**config.mk**
```make
export PLATFORM = sky130hd
export DESIGN_NAME = icaf_front
export DESIGN_NICKNAME = d
export VERILOG_FILES = /design/src/design/icaf_pkg.sv /design/src/design/icaf_front.sv
export SDC_FILE = /design/constraint.sdc
export NUM_CORES = 1
export LEC_CHECK = 0
export BUFFER_PORTS_ARGS = -buffer_cell sky130_fd_sc_hd__buf_4
export CAP_MARGIN = 30
export CELL_PAD_IN_SITES_DETAIL_PLACEMENT = 1
export CELL_PAD_IN_SITES_GLOBAL_PLACEMENT = 2
export CORE_ASPECT_RATIO = 1.5
export CORE_UTILIZATION = 41
export DETAILED_ROUTE_END_ITERATION = 8
export GPL_TIMING_DRIVEN = 0
export PLACE_DENSITY_LB_ADDON = 0.1
export SYNTH_ARGS = -nofsm -noshare
export SYNTH_HDL_FRONTEND = slang
export SYNTH_SLANG_ARGS = --single-unit
```
**constraint.sdc**
```tcl
create_clock -name clk -period 13.2 [get_ports clk]
set_input_delay 0.66 -clock clk [delete_from_list [all_inputs] [get_ports clk]]
set_output_delay 0.66 -clock clk [all_outputs]
set_load 0.05 [all_outputs]
```
**src/design/icaf_pkg.sv**
```systemverilog
// Shared types, constants and lookup tables of the IMU attitude filter.
`default_nettype none
package icaf_pkg;

    localparam int CORDIC_STEPS = 16;
    localparam int ATAN_ENTRIES = 24;
    localparam int VEC_STEPS = (CORDIC_STEPS < ATAN_ENTRIES) ? CORDIC_STEPS : ATAN_ENTRIES;
    localparam int STEP_W = $clog2(ATAN_ENTRIES);
    localparam logic [STEP_W-1:0] STEP_LAST = STEP_W'(VEC_STEPS - 1);

    localparam int CFG_IDX_W = 3;
    localparam logic [CFG_IDX_W-1:0] REG_ACCEL_FS     = 3'd0;
    localparam logic [CFG_IDX_W-1:0] REG_GYRO_FS      = 3'd1;
    localparam logic [CFG_IDX_W-1:0] REG_GYRO_BIAS_X  = 3'd2;
    localparam logic [CFG_IDX_W-1:0] REG_GYRO_BIAS_Y  = 3'd3;
    localparam logic [CFG_IDX_W-1:0] REG_GYRO_BIAS_Z  = 3'd4;
    localparam logic [CFG_IDX_W-1:0] REG_BLEND_WEIGHT = 3'd5;
    localparam logic [CFG_IDX_W-1:0] REG_RATE_STEP    = 3'd6;

    typedef struct packed {
        logic signed [15:0] accel_x;
        logic signed [15:0] accel_y;
        logic signed [15:0] accel_z;
        logic signed [15:0] rate_x;
        logic signed [15:0] rate_y;
        logic signed [15:0] rate_z;
    } in_t;

    typedef struct packed {
        logic signed [31:0] pitch_angle;
        logic signed [31:0] roll_angle;
        logic signed [31:0] yaw_angle;
    } out_t;

    typedef struct packed {
        logic [1:0]         accel_fs;
        logic [1:0]         gyro_fs;
        logic signed [27:0] gyro_bias_x;
        logic signed [27:0] gyro_bias_y;
        logic signed [27:0] gyro_bias_z;
        logic [15:0]        blend_weight;
        logic [15:0]        rate_step;
    } cfg_t;

    typedef struct packed {
        logic valid;
        in_t  item;
    } fq_t;

    typedef enum logic [3:0] {
        ST_IDLE,
        ST_GMUL,
        ST_GSTEP,
        ST_VINIT,
        ST_VEC1,
        ST_MAG,
        ST_VEC2,
        ST_BMUL,
        ST_BSUM,
        ST_DONE
    } state_t;

    // arctangent of 2^-i in Q16.16 degrees
    function automatic logic [22:0] atan_q16(input logic [STEP_W-1:0] i);
        logic [22:0] v;
        unique case (i)
            5'd0:  v = 23'd2949120;
            5'd1:  v = 23'd1740967;
            5'd2:  v = 23'd919879;
            5'd3:  v = 23'd466945;
            5'd4:  v = 23'd234379;
            5'd5:  v = 23'd117304;
            5'd6:  v = 23'd58666;
            5'd7:  v = 23'd29335;
            5'd8:  v = 23'd14668;
            5'd9:  v = 23'd7334;
            5'd10: v = 23'd3667;
            5'd11: v = 23'd1833;
            5'd12: v = 23'd917;
            5'd13: v = 23'd458;
            5'd14: v = 23'd229;
            5'd15: v = 23'd115;
            5'd16: v = 23'd57;
            5'd17: v = 23'd29;
            5'd18: v = 23'd14;
            5'd19: v = 23'd7;
            5'd20: v = 23'd4;
            5'd21: v = 23'd2;
            5'd22: v = 23'd1;
            default: v = 23'd0;
        endcase
        return v;
    endfunction

    // round(2^32 / LSB-per-deg/s)
    function automatic logic [27:0] gyro_recip(input logic [1:0] code);
        logic [27:0] v;
        unique case (code)
            2'd0: v = 28'd32786009;
            2'd1: v = 28'd65572019;
            2'd2: v = 28'd130944637;
            default: v = 28'd261889274;
        endcase
        return v;
    endfunction

    // 0.001 g in raw LSB * 256
    function automatic logic [12:0] tilt_floor(input logic [1:0] code);
        logic [12:0] v;
        unique case (code)
            2'd0: v = 13'd4194;
            2'd1: v = 13'd2097;
            2'd2: v = 13'd1049;
            default: v = 13'd524;
        endcase
        return v;
    endfunction

endpackage
`default_nettype wire

```
**src/design/icaf_front.sv**
```systemverilog
// Front end: two-beat sample queue between the input port and the sequencer.
`default_nettype none
module icaf_front (
    input  wire logic         clk,
    input  wire logic         rst_n,
    input  wire logic         push,
    output logic              full,
    input  wire icaf_pkg::in_t sample,
    input  wire logic         deq,
    output icaf_pkg::fq_t     head
);
    import icaf_pkg::*;

    in_t        mem_reg [2];
    logic       wr_ptr_reg, wr_ptr_next;
    logic       rd_ptr_reg, rd_ptr_next;
    logic [1:0] cnt_reg, cnt_next;
    logic       do_wr, do_rd;

    assign full       = (cnt_reg == 2'd2);
    assign do_wr      = push && !full;
    assign do_rd      = deq && (cnt_reg != 2'd0);
    assign head.valid = (cnt_reg != 2'd0);
    assign head.item  = mem_reg[rd_ptr_reg];

    always_comb
    begin
        wr_ptr_next = do_wr ? !wr_ptr_reg : wr_ptr_reg;
        rd_ptr_next = do_rd ? !rd_ptr_reg : rd_ptr_reg;
        cnt_next    = cnt_reg + 2'(do_wr) - 2'(do_rd);
    end

    always_ff @(posedge clk or negedge rst_n)
    begin
        if (!rst_n)
        begin
            wr_ptr_reg <= 1'b0;
            rd_ptr_reg <= 1'b0;
            cnt_reg    <= 2'd0;
        end
        else
        begin
            wr_ptr_reg <= wr_ptr_next;
            rd_ptr_reg <= rd_ptr_next;
            cnt_reg    <= cnt_next;
        end
    end

    always_ff @(posedge clk)
    begin
        if (do_wr)
            mem_reg[wr_ptr_reg] <= sample;
    end

endmodule
`default_nettype wire

```
[Yosys cells after proc, flatten, opt, wreduce, memory -nomap -nowiden]
Memory sizes are Yosys's and may differ from the RTL's.
Cells that the tools add are included.
Storage, ports and cells
  flip-flop bits (word level): 4
  memory bits (writable): 192
  logic and storage cells: 15
  memories kept: 1
Memories
  mem_reg: words 2, bits a word 96, read ports 1, clocked after Yosys merged registers in 0, wr ports 1, RTL line icaf_front.sv:14  | in_t mem_reg [2];
Cells by class
  add/subtract/negate cells: 2
  eq/ne operators: 1
  muxes and demuxes: 2
  reduce and logical (&&, ||, !) cells: 6
Operator list (count)
  1-bit zero test: 3
  2-bit by 1-bit adder with 2-bit output: 1
  2-bit == test, second input constant: 1
  1-bit logical AND: 2
  1-bit two-way mux: 2
  2-bit nonzero test: 1
  2-bit by 1-bit subtractor with 2-bit output: 1

[Longest topological paths before layout]
  word-level depth: 5
  depth in mapped cells: 7

[Worst setup path after synthesis]
Ideal clock, no wire load.
  path type: input to register
  start point: input port push
  end point: memory mem_reg[0][0] (netlist name), enable pin
  setup time: 0.551 ns
  arrival time: 4.751 ns
  data required time: 12.649 ns
  path slack: 7.898 ns
  cell stages on the path: 2
  cell sequence: nand2_1 > nor2_1
On the way
  cells in the longest elaborated chain, start to end: 3
Ends and longest elaborated chain
  start: declaration: RTL line icaf_front.sv:6  | input wire logic push,
  1-bit logical AND: RTL line icaf_front.sv:21  | assign do_wr = push && !full;
  1-bit two-way mux: RTL line icaf_front.sv:51  | if (do_wr)
  1-bit two-way mux (implied by the code): RTL line icaf_front.sv:52  | mem_reg[wr_ptr_reg] <= sample;
  end: declaration: RTL line icaf_front.sv:14
Every way passes these cells.

==> load_flow_metrics.sql <==
INSERT INTO impl_metrics (metric_group, metric, value, unit) VALUES
('outcome', 'run_status', 'finished, final reports clean', ''),
('floorplan', 'die_h', '165', 'um'),
('power', 'largest_vdd_supply_drop', '0.126', 'mV'),
('grt', 'grt_overflow', '0', ''),
('clocking', 'cts_setup_buffers', '0', ''),
('route', 'first_iter_violations', '101', ''),
('grt', 'antenna_found_initial', '0', ''),
('grt', 'met3_usage_grt', '5.03', '%'),
('clocking', 'ctsHtreeMaxLevel', '4', ''),
('power', 'power_frac_seq', '34.9', '%'),
('min_path', 'timing.hold.worst.class', 'input port to asynchronous set/reset pin', ''),
('route', 'dr.pass1.iters', '4', ''),
('floorplan', 'fp.dieW', '111', 'um'),
('placed_design', 'global_placement_routability_congestion', '0.695', ''),
('synthesis', 'syn_area_per_cell', '22.9', 'um2'),
('cells_and_area', 'cell_area_after_layout', '0.00967', 'mm2'),
('route', 'wl_per_cell', '18.5', 'um'),
('power', 'comb_power_share', '45.7', '%'),
('worst_setup_path', 'r2r.worst_path.cells', '3', ''),
('grt', 'gr-max-usage-layer', 'met2', ''),
('timing', 'tightestPinTransition', '0.754', 'ns'),
('floorplan', 'standard_cell_rows', '59', ''),
('grt', 'vias_in_the_first_global_route', '3961', ''),
('timing', 'fin_worst_skew', '0.00926', 'ns'),
('synthesis', 'synthesis.yosys.warnings', '0', ''),
('synthesis', 'netlist-cell-type-count', '16', ''),
('clocking', 'clkSlewWorstSetupHoldPaths', '0.07', 'ns'),
('synthesis', 'netlist_top_cells_count', 'sky130_fd_sc_hd__edfxtp_1, sky130_fd_sc_hd__mux2_2, sky130_fd_sc_hd__mux2_4', ''),
('timing', 'drv_slew', '0', ''),
('worst_setup_path', 'cp_cell_sequence', 'buf_6 -> buf_6 -> buf_6 -> mux2_4 -> buf_4', ''),
('grt', 'grt_start_max_net_pins', '50', ''),
('route', 'postRouteAntennaNets', '0', ''),
('cells_and_area', 'syn_to_final_growth', '33.5', '%'),
('power', 'power_leakage', '3.71', 'nW'),
('synthesis', 'synth_async_sr_flop_share', '2.04', '%'),
('power', 'netSwitchingFraction', '40.6', '%'),
('timing', 'tns', '0', 'ns'),
('synthesis', 'syn_inst', '317', ''),
('cells_and_area', 'largest_reg_flops', '192', ''),
('cells_and_area', 'final_util', '55.8', '%'),
('clocking', 'worst_skew_pair.late_latency', '0.42', 'ns'),
('timing', 'timing.fmax', '0.408', 'GHz'),
('worst_setup_path', 'crit_path_frequent_cell', 'sky130_fd_sc_hd__buf_6', ''),
('clocking', 'cts_root_buf', 'sky130_fd_sc_hd__clkbuf_16', ''),
('synthesis', 'synth_flop_cell', 'sky130_fd_sc_hd__edfxtp_1', ''),
('synthesis', 'postSynthRegisterBits', '196', ''),
('floorplan', 'die_area', '0.0182', 'mm2'),
('timing', 'worst_slew_margin_relative_to_its_limit', '49.6', '%'),
('clocking', 'cts.sinks', '196', ''),
('grt', 'grt_util_met2', '28.6', '%'),
('synthesis', 'yosys.area.top_type', 'sky130_fd_sc_hd__edfxtp_1', ''),
('grt', 'grt_pass1_wl', '21200', 'um'),
('power', 'clkPwrFrac', '19.5', '%'),
('timing', 'final.min_clock_period', '2.45', 'ns'),
('worst_setup_path', 'setup.worst_path.end_class', 'output pin', ''),
('timing', 'finalCritPeriodShare', '18.6', '%'),
('timing', 'rsz_0062_raised_after_global_routing', 'false', ''),
('route', 'route.detailed.vias_per_inst', '4.77', ''),
('timing', 'report.final.hold_viol_count', '0', ''),
('clocking', 'cts_buffer_depth', '2', ''),
('placed_design', 'port_buffers', '197', ''),
('cells_and_area', 'final_stage_net_count', '639', ''),
('route', 'route.vias.total', '3639', ''),
('synthesis', 'synthDominantCellAreaShare', '79.6', '%'),
('synthesis', 'mappedNetlistNets', '419', ''),
('worst_setup_path', 'worst_ep_arrival_time', '1.79', 'ns'),
('synthesis', 'synth_most_common_cell', 'sky130_fd_sc_hd__edfxtp_1', ''),
('placed_design', 'dp.final_hpwl', '9850', 'um'),
('floorplan', 'boundaryPins', '198', ''),
('floorplan', 'core_area', '0.0173', 'mm2'),
('cells_and_area', 'fraction_of_final_layout_cells_sized_beyond_drive_strength_1', '62.2', '%');
## cell families (layout without fill, tap and decap cells)
kind of cell  Yosys count  count (layout)  synth area share [%]
mux                    96              96                  16.5
flops                 196             196                  81.0
buf+inv                13             246                  1.30
fa+ha+maj               2               2                 0.345
xor+xnor                4               4                 0.484
simple gates            6               6                 0.449
## power groups by stage
| stage | registers, mW | logic (mW) | clock network [mW] |
|---|---|---|---|
| finish | 0.883 | 1.16 | 0.492 |
| global route | 0.895 | 1.21 | 0.527 |
| CTS | 0.885 | 1.18 | 0.507 |
| detailed placement | 0.898 | 1.17 | 0 |
| global placement | 0.919 | 1.14 | 0 |
| floorplan | 0.903 | 0.835 | 0 |
## cell usage in the layout (no fill, tap or decap), drive strengths merged
master and n:
buf 212, edfxtp 192, mux2 96, clkbuf 18
inv 9, clkinv 7, dfrtp 4, xnor2 3
ha 2, or2 1, and2 1, nand2b 1
nand2 1, nor2 1, and3 1, xor2 1
## worst max-delay path, delay by kind of cell, from the launching register on
family                 cells  cell delay, ns
buffers and inverters      4            0.70
flip-flops                 1            0.35
multiplexers               1            0.32
## stage by stage
| stage | hold slack (ns) | total power [mW] | std cells | worst slack, ns |
|---|---|---|---|---|
| floorplan | 0.364 | 1.74 | 317 | 7.90 |
| global route | 0.00394 | 2.63 | 763 | 10.67 |
| detailed placement | 0.459 | 2.07 | 731 | 11.07 |
| global placement | 0.460 | 2.06 | 727 | 5.43 |
| CTS | 0.00544 | 2.57 | 763 | 10.69 |
| finish | 0.0246 | 2.53 | 763 | 10.75 |
## layer usage
| metal | part of all wire (%) | vias to the layer above |
|---|---|---|
| li1 | - | 1694 |
| met1 | 36 | 1817 |
| met2 | 56 | 116 |
| met3 | 6.0 | 12 |
| met4 | 1.4 | 0 |
| met5 | 0 | - |
## final cells by class
type | instances | area, um2 | area share, %
Multi-Input combinational cell | 108 | 1300 | 13.4
Sequential cell | 196 | 5870 | 60.6
Inverter | 2 | 7.51 | 0.0776
Buffer | 11 | 86.3 | 0.893
Clock buffer | 18 | 429 | 4.44
Clock inverter | 14 | 145 | 1.50
Tap cell | 213 | 267 | 2.76
Timing Repair Buffer | 201 | 1570 | 16.3
## path summary, 6_finish.rpt
kind	startpoint	endpoint	slack, ns
max	rd_ptr_reg	head[61]	10.75
min	rst_n	cnt_reg[0]	0.02
max reg2reg	cnt_reg[1]	mem_reg[1][2]	11.27
min reg2reg	wr_ptr_reg	wr_ptr_reg	0.55
max in group asynchronous	rst_n	rd_ptr_reg	13.08
min in group clk	sample[30]	mem_reg[1][30]	0.42
Note: power is estimated with default switching activity, not from simulation.
